File: config.mk
export PLATFORM = sky130hd
export DESIGN_NAME = char_lcd_expander_sequencer_top
export DESIGN_NICKNAME = d
export VERILOG_FILES = /design/src/sv/clcd_pkg.sv /design/src/sv/clcd_datapath.sv /design/src/sv/clcd_controller.sv /design/src/sv/char_lcd_expander_sequencer_top.sv
export SDC_FILE = /design/constraint.sdc
export NUM_CORES = 1
export LEC_CHECK = 0
export ABC_AREA = 1
export BUFFER_PORTS_ARGS = -buffer_cell sky130_fd_sc_hd__buf_2
export CORE_MARGIN = 2
export CORE_UTILIZATION = 50
export DETAILED_ROUTE_END_ITERATION = 16
export GPL_TIMING_DRIVEN = 0
export PLACE_DENSITY = 0.75
export SLEW_MARGIN = 20
export SYNTH_ARGS = -nofsm -noshare
export SYNTH_HDL_FRONTEND = slang
export SYNTH_SLANG_ARGS = --single-unit
File: constraint.sdc
create_clock -name clock -period 5.4 [get_ports clock]
set_input_delay 1.08 -clock clock [delete_from_list [all_inputs] [get_ports clock]]
set_output_delay 1.08 -clock clock [all_outputs]
set_load 0.03 [all_outputs]
File: src/sv/clcd_pkg.sv
// ----------------------------------------------------------------------------
// Character LCD sequencer package
// Shared payload types, request codes, command table and the control
// and status bundles between the controller and the datapath.
// ----------------------------------------------------------------------------
package clcd_pkg;

   // Highest cursor column accepted by a set cursor request.
   localparam int MAX_COLUMN = 15;

   // Request codes.
   localparam logic [2:0] REQ_INIT        = 3'd0;
   localparam logic [2:0] REQ_CLEAR       = 3'd1;
   localparam logic [2:0] REQ_HOME        = 3'd2;
   localparam logic [2:0] REQ_SET_CURSOR  = 3'd3;
   localparam logic [2:0] REQ_WRITE_CHAR  = 3'd4;
   localparam logic [2:0] REQ_DISPLAY_ON  = 3'd5;
   localparam logic [2:0] REQ_DISPLAY_OFF = 3'd6;

   // Kinds of step in a request's command list.
   localparam logic [1:0] OP_PAUSE  = 2'd0;
   localparam logic [1:0] OP_NIBBLE = 2'd1;
   localparam logic [1:0] OP_BYTE   = 2'd2;
   localparam logic [1:0] OP_ERROR  = 2'd3;

   // LCD command bytes.
   localparam logic [7:0] LCD_FUNCTION_SET = 8'h28;
   localparam logic [7:0] CMD_DISPLAY_ON   = 8'h0C;
   localparam logic [7:0] CMD_DISPLAY_OFF  = 8'h08;
   localparam logic [7:0] CMD_CLEAR        = 8'h01;
   localparam logic [7:0] CMD_HOME         = 8'h02;
   localparam logic [7:0] LCD_ENTRY_MODE   = 8'h06;
   localparam logic [7:0] LCD_SET_DDRAM    = 8'h80;
   localparam logic [7:0] LCD_ROW1_OFFSET  = 8'h40;
   localparam logic [3:0] LCD_WAKE_NIBBLE  = 4'h3;
   localparam logic [3:0] LCD_4BIT_NIBBLE  = 4'h2;

   // Waits in microseconds.
   localparam logic [14:0] WAIT_POWER_UP = 15'd30000;
   localparam logic [14:0] WAIT_WAKE     = 15'd5000;
   localparam logic [14:0] WAIT_LONG     = 15'd2000;
   localparam logic [14:0] WAIT_SHORT    = 15'd100;
   localparam logic [14:0] WAIT_NONE     = 15'd0;

   // Last step index of the init command list.
   localparam logic [3:0] INIT_LAST_STEP = 4'd9;

   typedef struct packed {
      logic [2:0] req_type;
      logic [1:0] row;
      logic [4:0] col;
      logic [7:0] char_code;
   } clcd_req_type;

   typedef struct packed {
      logic [7:0]  expander_byte;
      logic        write_valid;
      logic [14:0] wait_us;
      logic        error;
      logic        last;
   } clcd_rsp_type;

   typedef struct packed {
      logic [1:0]  kind;
      logic [7:0]  data;
      logic        rs;
      logic [14:0] wait_us;
      logic        last_op;
   } clcd_op_type;

   typedef struct packed {
      logic load;
      logic advance;
   } clcd_cmd_type;

   typedef struct packed {
      logic unknown_req;
      logic last;
   } clcd_status_type;

   // Step number idx of the command list for a request.
   function automatic clcd_op_type clcd_op(input clcd_req_type req, input logic [3:0] idx);
      clcd_op_type op;
      logic [7:0]  addr;
      op      = '{kind: OP_ERROR, data: 8'h00, rs: 1'b0, wait_us: WAIT_NONE, last_op: 1'b1};
      addr    = LCD_SET_DDRAM | ((req.row[0] ? LCD_ROW1_OFFSET : 8'h00) + 8'(req.col));
      unique case (req.req_type)
         REQ_INIT: begin
            op.last_op = (idx == INIT_LAST_STEP);
            op.wait_us = WAIT_SHORT;
            unique case (idx)
               4'd0: begin
                  op.kind    = OP_PAUSE;
                  op.wait_us = WAIT_POWER_UP;
               end
               4'd1: begin
                  op.kind    = OP_NIBBLE;
                  op.data    = {4'h0, LCD_WAKE_NIBBLE};
                  op.wait_us = WAIT_WAKE;
               end
               4'd2, 4'd3: begin
                  op.kind = OP_NIBBLE;
                  op.data = {4'h0, LCD_WAKE_NIBBLE};
               end
               4'd4: begin
                  op.kind = OP_NIBBLE;
                  op.data = {4'h0, LCD_4BIT_NIBBLE};
               end
               4'd5: begin
                  op.kind = OP_BYTE;
                  op.data = LCD_FUNCTION_SET;
               end
               4'd6: begin
                  op.kind = OP_BYTE;
                  op.data = CMD_DISPLAY_ON;
               end
               4'd7: begin
                  op.kind    = OP_BYTE;
                  op.data    = CMD_CLEAR;
                  op.wait_us = WAIT_LONG;
               end
               4'd8: begin
                  op.kind = OP_BYTE;
                  op.data = LCD_ENTRY_MODE;
               end
               default: begin
                  op.kind = OP_BYTE;
                  op.data = LCD_SET_DDRAM;
               end
            endcase
         end
         REQ_CLEAR: begin
            op.kind    = OP_BYTE;
            op.data    = CMD_CLEAR;
            op.wait_us = WAIT_LONG;
         end
         REQ_HOME: begin
            op.kind    = OP_BYTE;
            op.data    = CMD_HOME;
            op.wait_us = WAIT_LONG;
         end
         REQ_SET_CURSOR: begin
            if (!(req.row[1] || (32'(req.col) > MAX_COLUMN))) begin
               op.kind    = OP_BYTE;
               op.data    = addr;
               op.wait_us = WAIT_SHORT;
            end
         end
         REQ_WRITE_CHAR: begin
            op.kind    = OP_BYTE;
            op.data    = req.char_code;
            op.rs      = 1'b1;
            op.wait_us = WAIT_SHORT;
         end
         REQ_DISPLAY_ON: begin
            op.kind    = OP_BYTE;
            op.data    = CMD_DISPLAY_ON;
            op.wait_us = WAIT_SHORT;
         end
         REQ_DISPLAY_OFF: begin
            op.kind    = OP_BYTE;
            op.data    = CMD_DISPLAY_OFF;
            op.wait_us = WAIT_SHORT;
         end
         default: begin
            op.kind = OP_ERROR;
         end
      endcase
      return op;
   endfunction

endpackage

File: src/sv/clcd_datapath.sv
// ----------------------------------------------------------------------------
// Character LCD sequencer datapath
// Holds the request, walks its command list one beat at a time and
// frames each nibble write into the registered result.
// ----------------------------------------------------------------------------
module clcd_datapath (
   input  logic                     clock,
   input  logic                     reset,
   input  clcd_pkg::clcd_req_type   req_data,
   input  logic                     csr_wr_en,
   input  logic                     csr_wr_data,
   input  clcd_pkg::clcd_cmd_type   cmd,
   output clcd_pkg::clcd_status_type status,
   output clcd_pkg::clcd_rsp_type   rsp_data
);
   import clcd_pkg::*;

   // Position in the command list: step, nibble half and write phase.
   typedef struct packed {
      logic [3:0] idx;
      logic       half;
      logic [1:0] phase;
   } clcd_pos_type;

   localparam logic [1:0] PHASE_STROBE = 2'd1;
   localparam logic [1:0] PHASE_LAST   = 2'd2;

   logic         backlight_ff, backlight_in;
   clcd_req_type req_ff, req_in;
   clcd_pos_type pos_ff, pos_in, next_pos;
   clcd_rsp_type rsp_ff, rsp_in;
   clcd_op_type  cur_op, sel_op;
   logic         cur_done, sel_done;
   logic [3:0]   nib;

   always_comb begin
      backlight_in = csr_wr_en ? csr_wr_data : backlight_ff;

      cur_op   = clcd_op(req_ff, pos_ff.idx);
      cur_done = (cur_op.kind == OP_PAUSE) || (cur_op.kind == OP_ERROR) ||
                 ((pos_ff.phase == PHASE_LAST) && ((cur_op.kind == OP_NIBBLE) || pos_ff.half));
      next_pos = pos_ff;
      if (cur_done) begin
         next_pos.idx   = pos_ff.idx + 4'd1;
         next_pos.half  = 1'b0;
         next_pos.phase = 2'd0;
      end else if (pos_ff.phase == PHASE_LAST) begin
         next_pos.half  = 1'b1;
         next_pos.phase = 2'd0;
      end else begin
         next_pos.phase = pos_ff.phase + 2'd1;
      end

      if (cmd.load) begin
         req_in = req_data;
         pos_in = '0;
      end else begin
         req_in = req_ff;
         pos_in = next_pos;
      end

      sel_op   = clcd_op(req_in, pos_in.idx);
      sel_done = (pos_in.phase == PHASE_LAST) && ((sel_op.kind == OP_NIBBLE) || pos_in.half);
      nib      = ((sel_op.kind == OP_BYTE) && !pos_in.half) ? sel_op.data[7:4] : sel_op.data[3:0];

      rsp_in = '{expander_byte: 8'h00, write_valid: 1'b0, wait_us: WAIT_NONE,
                 error: 1'b0, last: sel_op.last_op};
      case (sel_op.kind)
         OP_PAUSE: begin
            rsp_in.wait_us = sel_op.wait_us;
         end
         OP_ERROR: begin
            rsp_in.error = 1'b1;
         end
         default: begin
            rsp_in.expander_byte = {nib, backlight_ff, (pos_in.phase == PHASE_STROBE),
                                    1'b0, sel_op.rs};
            rsp_in.write_valid   = 1'b1;
            rsp_in.wait_us       = sel_done ? sel_op.wait_us : WAIT_NONE;
            rsp_in.last          = sel_done && sel_op.last_op;
         end
      endcase
   end

   always_ff @(posedge clock) begin
      if (reset) begin
         backlight_ff <= 1'b1;
      end else begin
         backlight_ff <= backlight_in;
      end
   end

   always_ff @(posedge clock) begin
      if (cmd.load || cmd.advance) begin
         req_ff <= req_in;
         pos_ff <= pos_in;
         rsp_ff <= rsp_in;
      end
   end

   assign status.unknown_req = (req_data.req_type > REQ_DISPLAY_OFF);
   assign status.last        = rsp_ff.last;
   assign rsp_data           = rsp_ff;

endmodule

File: src/sv/clcd_controller.sv
// ----------------------------------------------------------------------------
// Character LCD sequencer controller
// Two-state machine that takes a request, then issues one beat per
// accepted result until the final one of the run is taken.
// ----------------------------------------------------------------------------
module clcd_controller (
   input  logic                      clock,
   input  logic                      reset,
   input  logic                      req_valid,
   output logic                      req_ready,
   output logic                      rsp_valid,
   input  logic                      rsp_ready,
   input  clcd_pkg::clcd_status_type status,
   output clcd_pkg::clcd_cmd_type    cmd
);
   import clcd_pkg::*;

   localparam logic ST_IDLE = 1'b0;
   localparam logic ST_EMIT = 1'b1;

   logic state_ff, state_in;

   always_comb begin
      state_in    = state_ff;
      req_ready   = 1'b0;
      rsp_valid   = 1'b0;
      cmd.load    = 1'b0;
      cmd.advance = 1'b0;
      unique case (state_ff)
         ST_IDLE: begin
            req_ready = 1'b1;
            // An unknown request is taken and dropped without results.
            if (req_valid && !status.unknown_req) begin
               cmd.load = 1'b1;
               state_in = ST_EMIT;
            end
         end
         ST_EMIT: begin
            rsp_valid = 1'b1;
            if (rsp_ready) begin
               if (status.last) begin
                  state_in = ST_IDLE;
               end else begin
                  cmd.advance = 1'b1;
               end
            end
         end
         default: begin
            state_in = ST_IDLE;
         end
      endcase
   end

   always_ff @(posedge clock) begin
      if (reset) begin
         state_ff <= ST_IDLE;
      end else begin
         state_ff <= state_in;
      end
   end

endmodule

File: src/sv/char_lcd_expander_sequencer_top.sv
// ----------------------------------------------------------------------------
// Character LCD expander sequencer, top level
// Expands each LCD request into the run of port expander bytes that drives
// a 4-bit character LCD, one result beat per cycle while rsp_ready is high.
// ----------------------------------------------------------------------------
//
//   Channel   Direction  Handshake            Payload
//   req_      in         req_valid/req_ready  req_data  (clcd_req_type)
//   rsp_      out        rsp_valid/rsp_ready  rsp_data  (clcd_rsp_type)
//   csr_      in         csr_wr_en            csr_wr_data (backlight on)
//
// A request is taken only while the block is idle; its results then follow
// one beat per cycle while the result side does not stall, and the next
// request is taken only after the last beat. Init yields 43 results; the
// other requests yield 6 results (one for a rejected cursor). A single
// registered result stage holds each beat, and the command-list sequencer
// refills it once per accepted beat.
// Reset is synchronous and active high; it returns the controller to idle
// and turns the backlight bit on. A low rsp_ready holds the current beat.
//
module char_lcd_expander_sequencer_top (
   input  logic                   clock,
   input  logic                   reset,
   input  logic                   req_valid,
   output logic                   req_ready,
   input  clcd_pkg::clcd_req_type req_data,
   output logic                   rsp_valid,
   input  logic                   rsp_ready,
   output clcd_pkg::clcd_rsp_type rsp_data,
   input  logic                   csr_wr_en,
   input  logic                   csr_wr_data
);
   import clcd_pkg::*;

   // Commands from the controller and status back from the datapath.
   clcd_cmd_type    cmd;
   clcd_status_type status;

   // The controller decides when a request is taken and when a beat is
   // handed over; it never looks at the payload itself.
   clcd_controller u_controller (
      .clock     (clock),
      .reset     (reset),
      .req_valid (req_valid),
      .req_ready (req_ready),
      .rsp_valid (rsp_valid),
      .rsp_ready (rsp_ready),
      .status    (status),
      .cmd       (cmd)
   );

   // The datapath holds the request, steps through its command list and
   // keeps the result beat registered until it is taken.
   clcd_datapath u_datapath (
      .clock       (clock),
      .reset       (reset),
      .req_data    (req_data),
      .csr_wr_en   (csr_wr_en),
      .csr_wr_data (csr_wr_data),
      .cmd         (cmd),
      .status      (status),
      .rsp_data    (rsp_data)
   );

endmodule

==> summary.txt, run 1 <==
Floorplanning
  • Die Wd: 81.3 µm
  • Top-Level Pins: 52
  • Initial Util: 51.1%
  • Total core area: 5850 µm²
  • Die Y: 81.3 µm
  • Die area: 6610 µm²
  • Row count: 28

Setup path
  • Worst Reg-to-Reg Cells: 24
  • Critical path class: register to register
  • Crit path DAT: 4.17 ns
  • Reg2reg start: u_datapath.pos_ff[3]$_DFFE_PP_
  • R2R Path End: u_datapath.rsp_data[11]$_DFFE_PP_
  • CP Launch Point: u_datapath.pos_ff[3]$_DFFE_PP_
  • CP Capture Type: register
  • Startpoint Class: register
  • Reg2reg setup slack: 1.29 ns
  • Crit Path Max Fanout: 6
  • Worst path required time: 5.46 ns

GRT
  • All-Layer GR Usage: 20.1%
  • Initial antenna violation count: 0
  • Overflow after GRT: 0
  • Largest net degree at the start of global routing: 24
  • First-pass GRT wire length: 10.1 mm
  • Vias in the first global route: 2195

STA
  • Final Max Tran Viols: 0
  • Relative slew margins: 48.3%
  • Fin crit share: 76.1%
  • Unrepaired setup endpoints after global routing: false
  • Period minus WS final: 4.11 ns
  • Hold Fails Final Rpt: 0
  • Final Setup Violations: 0
  • Max Clock Skew: 0.0119 ns
  • Fmax: 0.243 GHz
  • Worst Tran Pin Value: 0.772 ns

Run
  • Maxcap violations: 0

Yosys
  • Cell taking the most area after synthesis: edfxtp_1
  • Top cell type's share of synthesized area: 44.2%
  • Ys flop type: edfxtp_1
  • Unique masters post-synth: 40
  • Post-synth EDFFs: 44
  • Syn. warnings: 0
  • Number of synthesized register bits: 46
  • Post-synthesis sequential area ratio: 45.5%
  • Synth Instances: 341
  • Area contributors post-synth: edfxtp_1 44%, nand2_1 12%, inv_1 5.4%
  • Synth Cell Area: 2990 µm²
  • Most frequent cells after synthesis: 96 x nand2_1, 44 x edfxtp_1, 43 x inv_1
  • FFs w/ async S/R, synth: 0%
  • Synth Area per Inst: 8.77 µm²
  • Most common cell in the netlist: nand2_1

Clock network
  • Clock sinks: 46
  • Cts repair resizes: 0
  • Clock transition at the registers of the reported paths: 0.08 ns
  • Hold bufs inserted after CTS: 0
  • Clock root cell: clkbuf_8
  • Skew-Pair Late Insertion Delay: 0.30 ns
  • CTS tree: built
  • Deepest clock path buffer count: 2
  • CTS Buf Count: 5
  • H-tree depth: 2
  • Setup Fix Bufs, Post-CTS: 0

Outcome
  • Status: finished clean

Power and ir drop
  • Pleak: 1.68 nW
  • IR drop worst, VDD: 0.000197 V
  • PwrDens: 355 nW/µm²

Route
  • Via density: 4.96
  • Iter 0 DRT Violations: 147
  • DRC viols: 0
  • Routed WL: 5.98 mm
  • First-pass detailed-route iteration total: 4
  • DRT antenna net count: 0
  • Avg WL per Cell: 12.6 µm
  • Via count: 2356

Place
  • Final HPWL DP: 4.73 mm
  • Input/output buffers: 47
  • Final Wtd Congestion: 0.890
  • DP Cell Count: 467

Final layout
  • Final #Nets: 434
  • Multi-input gate area: 1350 µm²
  • Layout cells sized above 1: 29.3%
  • Diodes inserted: 0
  • Layout overhead on the synthesized area: 15.4%
  • Final std cells w/o fill: 475
  • Post-Route Utilization: 59.0%
  • Register area: 1360 µm²
  • Layout fillers: 539

Worst hold path
  • Hold path endpoint: u_datapath.backlight_ff$_SDFFE_PP1P_
  • Worst Hold Depth: 2
  • Hold Crit Class: register to register
  • Hold path start: u_datapath.backlight_ff$_SDFFE_PP1P_
critical path, stage by stage (launching register included):
cell and delay (ns):
edfxtp_1 0.46, inv_1 0.12, ha_1 0.21, nor3_1 0.19
nor3_1 0.08, a31oi_1 0.16, o211ai_1 0.10, ha_1 0.30
inv_1 0.16, nand2_4 0.11, nand2_1 0.10, nand2_2 0.08
nand2_2 0.11, nand2_1 0.11, nor2_2 0.16, a21oi_2 0.06
o21ai_2 0.18, inv_1 0.09, ha_1 0.36, inv_1 0.12
or2_2 0.30, nand2_2 0.09, inv_2 0.06, nand2_1 0.09
o21ai_2 0.06
cells by family after synthesis:
family | share of synthesized area, %
AO/OA/AOI/OAI | 9.13
flip-flops | 45.5
multiplexers | 0.335
buffers and inverters | 10.2
AND/OR/NAND/NOR | 29.8
other | 0.125
adder cells (fa/ha/maj) | 4.60
XOR/XNOR | 0.293
report_power, final:
group          total (mW)  switching (mW)  internal [mW]
Clock               0.199           0.110         0.0891
Combinational       0.530           0.362          0.168
Sequential          0.495          0.0279          0.468
Total                1.22           0.500          0.725
flip-flops by register name, indices dropped and copies added (netlist names):
register and cells:
u_datapath.req_ff 18, u_datapath.pos_ff 7, u_datapath.rsp_data 19, u_datapath.backlight_ff 1
u_controller.state_ff 1
layout by cell type (no fill, tap or decap), drive strengths merged:
| cell type | n |
|---|---|
| inv | 50 |
| xnor2 | 1 |
| nor2 | 33 |
| nand2 | 111 |
| edfxtp | 44 |
| o2111ai | 1 |
| a211oi | 1 |
| dfxtp | 2 |
| a21oi | 16 |
| clkinv | 2 |
| o21ai | 15 |
| mux2i | 1 |
| a31oi | 2 |
| clkbuf | 6 |
| or2 | 2 |
| o211ai | 2 |
| nand4 | 2 |
| ha | 11 |
| conb | 4 |
| buf | 60 |
| nand3 | 27 |
| and2 | 1 |
| nor3b | 2 |
| nor3 | 4 |
per-layer routing:
metal  GRT usage (%)  vias to the layer above  wire length [µm]
met4            5.59                        0                75
li1                -                     1210                 -
met2            33.9                       47              3000
met3            3.33                        6               237
met5               0                        -                 0
met1            26.7                     1093              2670
stage by stage:
stage	setup TNS, ns	setup WS [ns]	power, mW	hold slack (ns)	cell area [µm²]
2_1_floorplan	0	0.633	0.911	0.447	3000
3_3_place_gp	-27.80	-0.635	1.02	0.473	3330
3_5_place_dp	0	1.29	1.03	0.488	3370
4_1_cts	0	1.26	1.23	0.499	3450
5_1_grt	0	0.893	1.32	0.553	3450
6_report	0	1.29	1.22	0.487	3450
final cells by class:
class	count	share of cell area, %
clock inverters	2	0.254
inverters	50	5.66
flip-flops and latches	46	39.5
plain buffers	12	3.19
clock buffers	6	2.10
well taps	75	2.72
multi-input cells	236	39.0
repair buffers	48	7.62
worst max path at each step:
stage,to,slack [ns],depth (start not counted)
2_1_floorplan,u_datapath.pos_ff[0]$_DFFE_PP_,0.63,2
6_report,u_datapath.rsp_data[11]$_DFFE_PP_,1.29,24
3_5_place_dp,u_datapath.rsp_data[11]$_DFFE_PP_,1.29,24
4_1_cts,u_datapath.rsp_data[11]$_DFFE_PP_,1.26,24
3_3_place_gp,u_datapath.rsp_data[25]$_SDFFCE_PN0P_,-0.63,3
5_1_grt,u_datapath.rsp_data[12]$_DFFE_PP_,0.89,26
Power figures use the tool's default switching activity.
==> run 2, diff against run 1 <==
- PLACE_DENSITY: 0.75 -> 0.78
- clock period: 5.4 -> 3.5 ns (I/O delays scaled with it)
==> run 2 against run 1 <==
Effect of this change:
- the run now ends with negative setup slack left
- non-clock buffer count grew 28
- global-route usage increased by 2.7 points
- wire length is 19% higher
- combinational power rose by 120%
- critical path type unchanged
- core utilization grew 7.7 points
- largest power group unchanged
- flip-flop and latch count unchanged
==> summary.txt, run 2 (synthesis gave the netlist of run 1 again) <==
GRT
  • First-pass GRT wire length: 11.4 mm
  • All-Layer GR Usage: 22.8%
  • Overflow after GRT: 0
  • Largest net degree at the start of global routing: 22
  • Vias in the first global route: 2469
  • Initial antenna violation count: 0

STA
  • Fmax: 0.285 GHz
  • Period minus WS final: 3.51 ns
  • Setup TNS: -0.00583 ns
  • Hold Fails Final Rpt: 0
  • Final Setup Violations: 1
  • Max Clock Skew: 0.00619 ns
  • Unrepaired setup endpoints after global routing: true
  • Final setup margin: -0.00583 ns
  • Fin crit share: 100%
  • Final Max Tran Viols: 0

Outcome
  • Status: complete, but fails checks
  • Failing checks: negative setup slack

Place
  • Input/output buffers: 47
  • Pre-CTS setup slack: -0.422 ns
  • Final HPWL DP: 4.92 mm
  • Final Wtd Congestion: 0.958

Setup path
  • Most used cell along the critical path: nand2_4
  • Max stage delay on crit path: 0.47 ns
  • Startpoint Class: register
  • Critical path class: register to register
  • Delay-heaviest family, CP: simple AND/OR/NAND/NOR gates
  • Crit path DAT: 3.57 ns
  • CP Capture Type: register
  • CP Buf/Inv Count: 6
  • Worst Reg-to-Reg Cells: 26
  • Worst path required time: 3.56 ns
  • Worst path depth: 26
  • Crit Path Max Fanout: 5
  • Slowest-stage cell, CP: edfxtp_1

Power and ir drop
  • IR drop worst, VDD: 0.000324 V
  • PwrDens: 575 nW/µm²
  • Pleak: 1.89 nW

Worst hold path
  • Worst Hold Depth: 2
  • Hold Crit Class: register to register

Clock network
  • CTS Buf Count: 5
  • Hold bufs inserted after CTS: 0
  • H-tree depth: 2
  • CTS tree: built
  • Skew-Pair Late Insertion Delay: 0.30 ns
  • Clock transition at the registers of the reported paths: 0.08 ns
  • Clock sinks: 46
  • Clock root cell: clkbuf_8
  • Deepest clock path buffer count: 2

Floorplanning
  • Initial Util: 51.1%
  • Die area: 6610 µm²
  • Total core area: 5850 µm²
  • Row count: 28
  • Top-Level Pins: 52
  • Die Wd: 81.3 µm
  • Die Y: 81.3 µm

Route
  • Via count: 2544
  • Iter 0 DRT Violations: 189
  • Via density: 5.06
  • Routed WL: 7.14 mm
  • First-pass detailed-route iteration total: 4
  • Avg WL per Cell: 14.2 µm
  • DRT antenna net count: 0
  • DRC viols: 0

Final layout
  • Post-Route Utilization: 66.7%
  • Layout overhead on the synthesized area: 30.6%
  • Final #Nets: 462
  • Max FFs per register: 19
  • Most frequent cells in the layout: 84 x nand2_1, 47 x buf_2, 44 x edfxtp_1
  • Layout cells sized above 1: 42.8%
  • Diodes inserted: 0
  • Commonest non-fill, non-tap cell in the layout: nand2_1

Run
  • Maxcap violations: 0
-- run 2: changes by cell type in the layout (fill, tap and decap cells not counted), sizes merged --
cell | previous run | this run
clkinv | 2 | 1
buf | 60 | 88
clkbuf | 6 | 7
-- run 2: layout make-up --
class                           count  area (µm²)
Clock inverter                      1        5.00
Timing Repair Buffer               76         493
Buffer                             12         110
Tap cell                           75        93.8
Inverter                           50         205
Multi-Input combinational cell    236        1550
Sequential cell                    46        1360
Clock buffer                        7        86.3
Fill cell                         464        1950
-- run 2: worst paths after layout --
check / startpoint / end / slack [ns]
min: u_datapath.backlight_ff$_SDFFE_PP1P_ / u_datapath.backlight_ff$_SDFFE_PP1P_ / 0.49
max: u_datapath.pos_ff[3]$_DFFE_PP_ / u_datapath.rsp_data[12]$_DFFE_PP_ / -0.006
min reg2reg: u_datapath.backlight_ff$_SDFFE_PP1P_ / u_datapath.backlight_ff$_SDFFE_PP1P_ / 0.49
max reg2reg: u_datapath.pos_ff[3]$_DFFE_PP_ / u_datapath.rsp_data[12]$_DFFE_PP_ / -0.006
-- run 2: per-layer routing --
layer / global-route usage [%] / part of all wire, % / up-vias / wire [µm]
met5: 0 / 0 / - / 0
met4: 7.97 / 2.8 / 0 / 198
met3: 3.22 / 5.0 / 17 / 356
met2: 40.4 / 51 / 80 / 3670
met1: 28.3 / 41 / 1176 / 2910
li1: - / - / 1271 / -
-- run 2: repair_timing --
item / CTS / global route
setup endpoints to repair: 13 / 15
buffers inserted: 22 / 5
resized for setup: 36 / 14
pin swaps: 26 / 16
-- run 2: report_power, final --
group          leakage [nW]  internal (mW)  switching [mW]
combinational          1.39          0.438           0.701
clock                0.0482          0.159           0.177
sequential            0.448          0.721          0.0482
total                  1.89           1.32           0.925
-- run 2: worst register-to-register path: cells and delay by family (launching register included) --
family                     cells  cell delay [ns]
adders and majority gates      3             0.56
AOI/OAI and AO/OA              4             0.47
buffers and inverters          6             0.42
and+or+nand+nor               13             1.35
DFF                            1             0.47
-- run 2: per-stage QoR --
step	instances	hold WS, ns	total power [mW]	instance area (µm²)
after CTS	498	0.492	2.15	3800
after detailed placement	468	0.475	1.63	3420
final	503	0.487	2.24	3900
after global routing	503	0.552	2.38	3900
after floorplan	344	0.447	1.42	3030
after global placement	466	0.472	1.59	3360
